File: src/design/fdf_pkg.sv
`timescale 1ns / 1ps
// Shared types, constants and result-building functions for the frame deframer.
package fdf_pkg;

   // Header layout: byte positions within the five-byte frame header.
   localparam logic [2:0] HDR_POS_VERSION = 3'd0;
   localparam logic [2:0] HDR_POS_TYPE    = 3'd1;
   localparam logic [2:0] HDR_POS_FLAGS   = 3'd2;
   localparam logic [2:0] HDR_POS_LEN_HI  = 3'd3;
   localparam logic [2:0] HDR_POS_LEN_LO  = 3'd4;

   // Fragment header layout: byte offsets within the payload.
   localparam logic [15:0] FRAG_ID_END   = 16'd4;
   localparam logic [15:0] FRAG_IDX_END  = 16'd6;
   localparam logic [15:0] FRAG_TOT_END  = 16'd8;
   localparam logic [15:0] FRAG_HDR_LEN  = 16'd9;
   localparam logic [15:0] MIN_COMP_LEN  = 16'd4;

   // Configuration register indexes.
   localparam int CSR_IDX_W = 2;
   localparam logic [CSR_IDX_W-1:0] CSR_VERSION         = 2'd0;
   localparam logic [CSR_IDX_W-1:0] CSR_COMPRESSED_MASK = 2'd1;
   localparam logic [CSR_IDX_W-1:0] CSR_FRAGMENTED_MASK = 2'd2;

   localparam logic [7:0] RST_VERSION         = 8'd1;
   localparam logic [7:0] RST_COMPRESSED_MASK = 8'd1;
   localparam logic [7:0] RST_FRAGMENTED_MASK = 8'd2;

   // Result queue sizing.
   localparam int RSP_DEPTH = 4;
   localparam int RSP_PTR_W = $clog2(RSP_DEPTH);
   localparam int RSP_CNT_W = $clog2(RSP_DEPTH + 1);

   typedef enum logic [1:0] {
      KIND_HEADER    = 2'd0,
      KIND_PAYLOAD   = 2'd1,
      KIND_FRAME_END = 2'd2,
      KIND_ERROR     = 2'd3
   } kind_type;

   typedef enum logic [2:0] {
      ERR_INCOMPLETE_HEADER  = 3'd0,
      ERR_INCOMPLETE_PAYLOAD = 3'd1,
      ERR_BAD_VERSION        = 3'd2,
      ERR_SHORT_COMPRESSED   = 3'd3,
      ERR_BAD_FRAGMENT       = 3'd4
   } err_type;

   typedef struct packed {
      logic [7:0] byte_value;
      logic       end_marker;
   } req_type;

   typedef struct packed {
      kind_type    kind;
      logic [7:0]  data_byte;
      logic [7:0]  frame_type;
      logic [7:0]  frame_flags;
      logic [15:0] payload_length;
      logic [31:0] msg_id;
      logic [15:0] frag_idx;
      logic [15:0] frag_cnt;
      logic [7:0]  orig_ftype;
      err_type     error_code;
      logic        last;
   } rsp_type;

   typedef struct packed {
      logic [7:0] version;
      logic [7:0] compressed_mask;
      logic [7:0] fragmented_mask;
   } cfg_type;

   // Frame header fields as held by the parser.
   typedef struct packed {
      logic [7:0]  frame_type;
      logic [7:0]  frame_flags;
      logic [15:0] payload_length;
   } hdr_type;

   // Captured fragment header.
   typedef struct packed {
      logic [31:0] msg_id;
      logic [15:0] frag_idx;
      logic [15:0] frag_cnt;
      logic [7:0]  orig_ftype;
   } frag_type;

   // Up to two results produced by one request.
   typedef struct packed {
      logic [1:0] count;
      rsp_type    first;
      rsp_type    second;
   } push_type;

   function automatic rsp_type make_rsp(kind_type kind, logic [7:0] data, logic hdr_en,
                                        hdr_type hdr, logic frag_en, frag_type frag,
                                        err_type err, logic last);
      rsp_type r;
      r.kind           = kind;
      r.data_byte      = data;
      r.frame_type     = hdr_en ? hdr.frame_type     : 8'd0;
      r.frame_flags    = hdr_en ? hdr.frame_flags    : 8'd0;
      r.payload_length = hdr_en ? hdr.payload_length : 16'd0;
      r.msg_id         = frag_en ? frag.msg_id     : 32'd0;
      r.frag_idx       = frag_en ? frag.frag_idx   : 16'd0;
      r.frag_cnt       = frag_en ? frag.frag_cnt   : 16'd0;
      r.orig_ftype     = frag_en ? frag.orig_ftype : 8'd0;
      r.error_code     = err;
      r.last           = last;
      return r;
   endfunction

   function automatic logic is_compressed(hdr_type hdr, cfg_type cfg);
      return (hdr.frame_flags & cfg.compressed_mask) != 8'd0;
   endfunction

   function automatic logic is_fragmented(hdr_type hdr, cfg_type cfg);
      return !is_compressed(hdr, cfg) && ((hdr.frame_flags & cfg.fragmented_mask) != 8'd0);
   endfunction

   // Closing result of a frame: frame end or the check that failed.
   function automatic rsp_type finish_rsp(hdr_type hdr, frag_type frag, cfg_type cfg);
      rsp_type r;
      if (is_compressed(hdr, cfg) && (hdr.payload_length < MIN_COMP_LEN)) begin
         r = make_rsp(KIND_ERROR, 8'd0, 1'b1, hdr, 1'b0, frag, ERR_SHORT_COMPRESSED, 1'b1);
      end else if (is_fragmented(hdr, cfg) && ((hdr.payload_length < FRAG_HDR_LEN) ||
                   (frag.frag_idx >= frag.frag_cnt))) begin
         r = make_rsp(KIND_ERROR, 8'd0, 1'b1, hdr, 1'b1, frag, ERR_BAD_FRAGMENT, 1'b1);
      end else begin
         r = make_rsp(KIND_FRAME_END, 8'd0, 1'b1, hdr, is_fragmented(hdr, cfg), frag,
                      ERR_INCOMPLETE_HEADER, 1'b1);
      end
      return r;
   endfunction

endpackage

File: src/design/fdf_parser.sv
`timescale 1ns / 1ps
// Frame parser: header, payload and fragment-header state with result generation.
module fdf_parser (
   input  logic              clock,
   input  logic              reset,
   input  logic              req_fire,
   input  fdf_pkg::req_type  req_data,
   input  fdf_pkg::cfg_type  cfg,
   output fdf_pkg::push_type push
);
   import fdf_pkg::*;

   logic        in_payload_ff, in_payload_in;
   logic [2:0]  header_pos_ff, header_pos_in;
   logic [7:0]  hdr_version_ff, hdr_version_in;
   hdr_type     hdr_ff, hdr_in;
   logic [15:0] payload_count_ff, payload_count_in;
   frag_type    frag_ff, frag_in;

   logic [7:0]  b;
   logic [15:0] count_next;
   hdr_type     hdr_lo;

   always_comb begin
      b                = req_data.byte_value;
      in_payload_in    = in_payload_ff;
      header_pos_in    = header_pos_ff;
      hdr_version_in   = hdr_version_ff;
      hdr_in           = hdr_ff;
      payload_count_in = payload_count_ff;
      frag_in          = frag_ff;
      push             = '0;
      count_next       = payload_count_ff + 16'd1;
      hdr_lo           = hdr_ff;
      hdr_lo.payload_length = {hdr_ff.payload_length[15:8], b};

      if (req_fire) begin
         if (req_data.end_marker) begin
            if (in_payload_ff) begin
               push.count = 2'd1;
               push.first = make_rsp(KIND_ERROR, 8'd0, 1'b1, hdr_ff, 1'b0, frag_ff,
                                     ERR_INCOMPLETE_PAYLOAD, 1'b1);
            end else if (header_pos_ff != HDR_POS_VERSION) begin
               push.count = 2'd1;
               push.first = make_rsp(KIND_ERROR, 8'd0, 1'b0, hdr_ff, 1'b0, frag_ff,
                                     ERR_INCOMPLETE_HEADER, 1'b1);
            end
            in_payload_in    = 1'b0;
            header_pos_in    = HDR_POS_VERSION;
            payload_count_in = 16'd0;
         end else if (!in_payload_ff) begin
            if (header_pos_ff != HDR_POS_LEN_LO) begin
               unique case (header_pos_ff)
                  HDR_POS_VERSION: hdr_version_in = b;
                  HDR_POS_TYPE:    hdr_in.frame_type = b;
                  HDR_POS_FLAGS:   hdr_in.frame_flags = b;
                  default:         hdr_in.payload_length = {b, 8'd0};
               endcase
               header_pos_in = header_pos_ff + 3'd1;
            end else begin
               hdr_in        = hdr_lo;
               header_pos_in = HDR_POS_VERSION;
               if (hdr_version_ff != cfg.version) begin
                  push.count = 2'd1;
                  push.first = make_rsp(KIND_ERROR, 8'd0, 1'b1, hdr_lo, 1'b0, frag_ff,
                                        ERR_BAD_VERSION, 1'b1);
                  payload_count_in = 16'd0;
               end else begin
                  frag_in = '0;
                  payload_count_in = 16'd0;
                  if (hdr_lo.payload_length == 16'd0) begin
                     push.count  = 2'd2;
                     push.first  = make_rsp(KIND_HEADER, 8'd0, 1'b1, hdr_lo, 1'b0, frag_ff,
                                            ERR_INCOMPLETE_HEADER, 1'b0);
                     push.second = finish_rsp(hdr_lo, '0, cfg);
                  end else begin
                     push.count  = 2'd1;
                     push.first  = make_rsp(KIND_HEADER, 8'd0, 1'b1, hdr_lo, 1'b0, frag_ff,
                                            ERR_INCOMPLETE_HEADER, 1'b1);
                     in_payload_in = 1'b1;
                  end
               end
            end
         end else begin
            // Payload byte; the first bytes of a fragmented frame fill the fragment header.
            if (is_fragmented(hdr_ff, cfg) && (payload_count_ff < FRAG_HDR_LEN)) begin
               if (payload_count_ff < FRAG_ID_END) begin
                  frag_in.msg_id = {frag_ff.msg_id[23:0], b};
               end else if (payload_count_ff < FRAG_IDX_END) begin
                  frag_in.frag_idx = {frag_ff.frag_idx[7:0], b};
               end else if (payload_count_ff < FRAG_TOT_END) begin
                  frag_in.frag_cnt = {frag_ff.frag_cnt[7:0], b};
               end else begin
                  frag_in.orig_ftype = b;
               end
            end
            payload_count_in = count_next;
            if (count_next >= hdr_ff.payload_length) begin
               push.count  = 2'd2;
               push.first  = make_rsp(KIND_PAYLOAD, b, 1'b1, hdr_ff, 1'b0, frag_ff,
                                      ERR_INCOMPLETE_HEADER, 1'b0);
               push.second = finish_rsp(hdr_ff, frag_in, cfg);
               in_payload_in    = 1'b0;
               header_pos_in    = HDR_POS_VERSION;
               payload_count_in = 16'd0;
            end else begin
               push.count = 2'd1;
               push.first = make_rsp(KIND_PAYLOAD, b, 1'b1, hdr_ff, 1'b0, frag_ff,
                                     ERR_INCOMPLETE_HEADER, 1'b1);
            end
         end
      end
   end

   always_ff @(posedge clock) begin
      if (reset) begin
         in_payload_ff    <= 1'b0;
         header_pos_ff    <= HDR_POS_VERSION;
         hdr_version_ff   <= 8'd0;
         hdr_ff           <= '0;
         payload_count_ff <= 16'd0;
         frag_ff          <= '0;
      end else begin
         in_payload_ff    <= in_payload_in;
         header_pos_ff    <= header_pos_in;
         hdr_version_ff   <= hdr_version_in;
         hdr_ff           <= hdr_in;
         payload_count_ff <= payload_count_in;
         frag_ff          <= frag_in;
      end
   end

endmodule

File: src/design/fdf_rsp_queue.sv
`timescale 1ns / 1ps
// Small result queue that takes up to two results per cycle and delivers one while rsp_ready is high.
module fdf_rsp_queue (
   input  logic              clock,
   input  logic              reset,
   input  fdf_pkg::push_type push,
   output logic              space_ok,
   output logic              rsp_valid,
   input  logic              rsp_ready,
   output fdf_pkg::rsp_type  rsp_data
);
   import fdf_pkg::*;

   rsp_type                entry_ff [RSP_DEPTH];
   logic [RSP_PTR_W-1:0]   wr_ptr_ff, wr_ptr_in;
   logic [RSP_PTR_W-1:0]   rd_ptr_ff, rd_ptr_in;
   logic [RSP_CNT_W-1:0]   count_ff, count_in;
   logic                   pop;
   logic [RSP_PTR_W-1:0]   wr_ptr_next;

   assign pop         = rsp_valid && rsp_ready;
   assign rsp_valid   = count_ff != '0;
   assign rsp_data    = entry_ff[rd_ptr_ff];
   assign space_ok    = count_ff <= RSP_CNT_W'(RSP_DEPTH - 2);
   assign wr_ptr_next = wr_ptr_ff + RSP_PTR_W'(1);

   always_comb begin
      wr_ptr_in = wr_ptr_ff + RSP_PTR_W'(push.count);
      rd_ptr_in = pop ? rd_ptr_ff + RSP_PTR_W'(1) : rd_ptr_ff;
      count_in  = count_ff + RSP_CNT_W'(push.count) - RSP_CNT_W'(pop);
   end

   always_ff @(posedge clock) begin
      if (reset) begin
         wr_ptr_ff <= '0;
         rd_ptr_ff <= '0;
         count_ff  <= '0;
      end else begin
         wr_ptr_ff <= wr_ptr_in;
         rd_ptr_ff <= rd_ptr_in;
         count_ff  <= count_in;
      end
   end

   always_ff @(posedge clock) begin
      if (push.count != 2'd0) begin
         entry_ff[wr_ptr_ff] <= push.first;
      end
      if (push.count == 2'd2) begin
         entry_ff[wr_ptr_next] <= push.second;
      end
   end

endmodule

File: src/design/frame_deframer_unit.sv
`timescale 1ns / 1ps
// Top level of the frame deframer: configuration registers, parser and result queue.
//
// The block parses a byte stream of frames (five-byte header of version, type,
// flags and big-endian length, then the payload) and reports header, payload
// byte, frame end and error results.
// Requests arrive on the req_ channel (valid/ready), one stream byte or an end
// marker each. Results leave on the rsp_ channel (valid/ready), one per cycle while
// the receiver is ready. A request produces zero, one or two results; the last flag
// marks the final result of each request.
// Results of an accepted request are registered into the result queue and offered
// on rsp_ in order. Throughput is one request per cycle while each request gives
// at most one result and the receiver is ready; a request giving two results (last
// payload byte or an empty frame) needs a second transfer on the output. The rate
// is set by the single result port draining a four-entry result queue.
// When the receiver stalls, results wait in the queue and requests are still
// taken until fewer than two queue entries are free; req_ready then drops.
// The csr_ port writes the expected version, compressed_mask and
// fragmented_mask at any enabled clock edge; change them only while idle.
// Synchronous reset empties the queue, returns the parser to header byte zero
// and restores the register defaults (1, 1 and 2).
module frame_deframer_unit (
   input  logic                           clock,
   input  logic                           reset,
   input  logic                           req_valid,
   output logic                           req_ready,
   input  fdf_pkg::req_type               req_data,
   output logic                           rsp_valid,
   input  logic                           rsp_ready,
   output fdf_pkg::rsp_type               rsp_data,
   input  logic                           csr_we,
   input  logic [fdf_pkg::CSR_IDX_W-1:0]  csr_index,
   input  logic [7:0]                     csr_wdata
);
   import fdf_pkg::*;

   cfg_type  cfg_ff, cfg_in;
   push_type push;
   logic     req_fire;
   logic     space_ok;

   // A request is taken only when the queue can hold both possible results.
   assign req_ready = space_ok;
   assign req_fire  = req_valid && req_ready;

   always_comb begin
      cfg_in = cfg_ff;
      if (csr_we) begin
         unique case (csr_index)
            CSR_VERSION:         cfg_in.version         = csr_wdata;
            CSR_COMPRESSED_MASK: cfg_in.compressed_mask = csr_wdata;
            CSR_FRAGMENTED_MASK: cfg_in.fragmented_mask = csr_wdata;
            default:             cfg_in = cfg_ff;
         endcase
      end
   end

   always_ff @(posedge clock) begin
      if (reset) begin
         cfg_ff.version         <= RST_VERSION;
         cfg_ff.compressed_mask <= RST_COMPRESSED_MASK;
         cfg_ff.fragmented_mask <= RST_FRAGMENTED_MASK;
      end else begin
         cfg_ff <= cfg_in;
      end
   end

   // The parser holds all frame state and turns each request into results.
   fdf_parser u_parser (
      .clock    (clock),
      .reset    (reset),
      .req_fire (req_fire),
      .req_data (req_data),
      .cfg      (cfg_ff),
      .push     (push)
   );

   // The queue decouples the result channel so a stalled receiver does not
   // immediately stop the request side.
   fdf_rsp_queue u_queue (
      .clock     (clock),
      .reset     (reset),
      .push      (push),
      .space_ok  (space_ok),
      .rsp_valid (rsp_valid),
      .rsp_ready (rsp_ready),
      .rsp_data  (rsp_data)
   );

endmodule

File: config.mk
export PLATFORM = sky130hd
export DESIGN_NAME = frame_deframer_unit
export DESIGN_NICKNAME = d
export VERILOG_FILES = /design/src/design/fdf_pkg.sv /design/src/design/fdf_parser.sv /design/src/design/fdf_rsp_queue.sv /design/src/design/frame_deframer_unit.sv
export SDC_FILE = /design/constraint.sdc
export NUM_CORES = 1
export LEC_CHECK = 0
export BUFFER_PORTS_ARGS = -buffer_cell sky130_fd_sc_hd__buf_2
export CORE_ASPECT_RATIO = 2
export CORE_MARGIN = 2
export CORE_UTILIZATION = 45
export CTS_BUF_LIST = sky130_fd_sc_hd__clkbuf_4 sky130_fd_sc_hd__clkbuf_8
export DETAILED_ROUTE_END_ITERATION = 16
export SETUP_SLACK_MARGIN = 0.1
export SYNTH_ARGS = -nofsm -noshare
export SYNTH_HDL_FRONTEND = slang
export SYNTH_HIERARCHICAL = 1
export SYNTH_SLANG_ARGS = --single-unit
File: constraint.sdc
create_clock -name clock -period 30.1 [get_ports clock]
set_input_delay 6.02 -clock clock [delete_from_list [all_inputs] [get_ports clock]]
set_output_delay 6.02 -clock clock [all_outputs]
set_load 0.05 [all_outputs]
==> impl_metrics.json <==
{
  "finalWirelength_um": 85900,
  "slew_headroom_pct": 18.7,
  "ys_types": 76,
  "rsz0062_at_grt": "false",
  "powerDensity_nw_per_um2": 64.7,
  "ys_top_cells_by_area": "edfxtp_1, mux2_2, dfxtp_1, mux4_2, buf_4",
  "min_path_type": "register to register",
  "yosys_warnings": 6,
  "final_area_sq_um": 35800,
  "antenna_found_initial": 1,
  "swShare_pct": 32.8,
  "worst_slew_pin_slew_ns": 1.21,
  "fmaxAchievable_ghz": 0.0940,
  "ys_seq_elements": 637,
  "worstSkewPairLatency_ns": 0.74,
  "ctsResizeCount": 0,
  "clockRootBuffer": "clkbuf_8",
  "fin_skew_ns": 0.0481,
  "routedWlPerCell_um": 24.8,
  "utilization_pct": 49.3,
  "drv_slew": 0,
  "cts_tree": "yes",
  "fin_crit_sh_pct": 35.3,
  "grt_start_max_net_pins": 119,
  "start_util_pct": 45.3,
  "core_sq_um": 72500,
  "timing.hold.ws_ns": 0.475,
  "cts_setup_buffers": 0,
  "io_buffer_count": 143,
  "synthCells": 2357,
  "rows": 140,
  "clock_sinks": 637,
  "drt_iter0_markers": 1153,
  "drive_gt1_share_pct": 37.9,
  "vias_per_cell": 5.74,
  "run_status": "completed",
  "setup_violations": 0,
  "synth-seq-area-share_pct": 53.2,
  "grt_overflow_total": 0,
  "cts_buffer_depth": 3,
  "synth-edff-count": 472,
  "pwr-share-comb_pct": 24.8,
  "async_flop_share_pct": 0,
  "drv_cap": 0,
  "hpwl_um": 52400,
  "grtUsageTotal_pct": 22.9,
  "pwr-share-clk_pct": 31.5,
  "die_w_um": 195,
  "syn2layout_area_growth_pct": 8.80,
  "internal-power_mw": 1.55,
  "cp_max_fo": 66,
  "p_switching_mw": 0.760,
  "dr.pass1.iters": 5,
  "placed_cell_area_sq_um": 33900,
  "worstPathArrival_ns": 11.08,
  "tns_ns": 0,
  "synth_commonest_cells": "edfxtp_1, mux2_2, dfxtp_1, nand2_1, mux4_2",
  "synth_top_cell_by_area": "edfxtp_1",
  "htreeDepth": 3,
  "gp_congestion": 0.872,
  "synth.most_common_cell": "edfxtp_1",
  "yosys.area.top_type_share_pct": 43.1,
  "fin_nets": 2530,
  "cts_buffers": 91,
  "num_vias": 19900,
  "cts_hold_buf": 0,
  "p_leak_nw": 12.6,
  "start_kind": "input pin",
  "grt_pass1_vias": 21400,
  "drcViolationCount": 0,
  "pwr-share-seq_pct": 43.7,
  "critical_path_required_ns": 30.55,
  "fp.dieH_um": 386,
  "ios": 144,
  "die_area_sq_um": 75400,
  "vdd_drop_max_mv": 0.0389,
  "final-hold-violation-count": 0,
  "end_kind": "register",
  "timing.final.crit_period_ns": 10.64,
  "path_clk_slew_ns": 0.07,
  "crit_type": "input pin to register",
  "synth_area_sq_um": 32900,
  "synthFlopType": "edfxtp_1",
  "fill_cells": 6362,
  "syn_avg_cell_area_sq_um": 13.9,
  "grt_pass1_wl_um": 129000,
  "ant_nets": 0
}
worst paths after layout:
kind                            slack [ns]                         start                 endpoint  depth (start not counted)
worst max-delay path                 19.46                     req_valid  u_queue/entry_ff[3][80]                         11
worst min-delay path                  0.48          u_parser/frag_ff[36]     u_parser/frag_ff[36]                          1
worst max register to register       22.97  u_parser/payload_count_ff[2]  u_queue/entry_ff[3][92]                         17
worst min register to register        0.48          u_parser/frag_ff[36]     u_parser/frag_ff[36]                          1
logic make-up (layout without fill, tap and decap cells):
group | after synthesis | in the layout | share of synthesized area [%]
AOI/OAI and AO/OA | 233 | 233 | 4.78
xor gates and xnor gates | 24 | 24 | 0.723
DFF | 637 | 637 | 53.2
muxes | 674 | 674 | 27.2
other | 1 | 83 | 0.0114
adders and majority gates | 43 | 43 | 1.66
and+or+nand+nor | 470 | 470 | 7.39
buffers and inverters | 275 | 373 | 5.07
cells in the final DEF (no fill, tap or decap), types with 11 or more instances in the layout:
master	count
nor2_1	90
a21oi_1	89
a31oi_1	12
nor3_1	21
edfxtp_1	472
inv_1	29
mux2_2	451
o21ai_0	18
ha_1	42
clkbuf_8	103
mux2i_1	65
a22o_1	65
nor2b_1	24
buf_2	143
clkinv_1	11
xor2_1	12
nand3_1	48
nand2_1	137
buf_4	33
nand2b_1	37
and2_1	50
dfxtp_1	163
a22oi_1	21
mux4_2	118
mux2_1	11
clkbuf_4	34
conb_1	81
mux2_4	29
stage by stage:
step / power [mW] / instances / setup slack [ns]
2_1_floorplan: 1.48 / 2437 / 13.01
5_1_grt: 2.40 / 3459 / 19.27
4_1_cts: 2.34 / 3458 / 19.61
6_report: 2.31 / 3460 / 19.46
3_3_place_gp: 1.61 / 3293 / 18.96
3_5_place_dp: 1.61 / 3293 / 18.84
worst max-delay path: stages:
cell and delay [ns]:
buf_2 0.07, and2_1 0.27, nand2_1 0.47, nor2_1 0.77, a31oi_1 0.18, a21oi_2 0.20, buf_4 0.40, and4bb_4 0.47
buf_4 0.91, buf_4 0.75, mux2_2 0.42
metal layers:
layer	track usage (%)	wire length, um
met1	25.2	32400
met2	42.9	46200
met3	3.38	3290
met4	11.2	4030
met5	0	0
area by class of cell:
cell class / count / area (sq um) / area share (%)
Sequential cell: 637 / 17500 / 48.9
Multi-Input combinational cell: 1525 / 14100 / 39.4
Clock buffer: 137 / 1670 / 4.68
Tap cell: 923 / 1150 / 3.23
Timing Repair Buffer: 178 / 1000 / 2.81
Clock inverter: 28 / 240 / 0.672
Inverter: 30 / 113 / 0.315
Antenna cell: 2 / 5.00 / 0.0140
power by group through the flow:
stage / registers, mW / clock network [mW] / logic, mW
after detailed placement: 1.03 / 0 / 0.579
after CTS: 1.01 / 0.749 / 0.581
final: 1.01 / 0.729 / 0.573
after global routing: 1.02 / 0.779 / 0.602
after floorplan: 1.02 / 0 / 0.456
after global placement: 1.03 / 0 / 0.578
sequential cells by signal, indices dropped and copies added (netlist names), named ones only:
register	count
cfg_ff	24
u_parser/hdr_ff	32
u_queue/wr_ptr_ff	2
u_parser/frag_ff	72
u_queue/entry_ff	472
u_queue/count_ff	3
u_parser/hdr_version_ff	8
u_queue/rd_ptr_ff	2
u_parser/in_payload_ff	1
u_parser/payload_count_ff	16
u_parser/header_pos_ff	3
No activity file was read; power rests on OpenSTA's default activity.
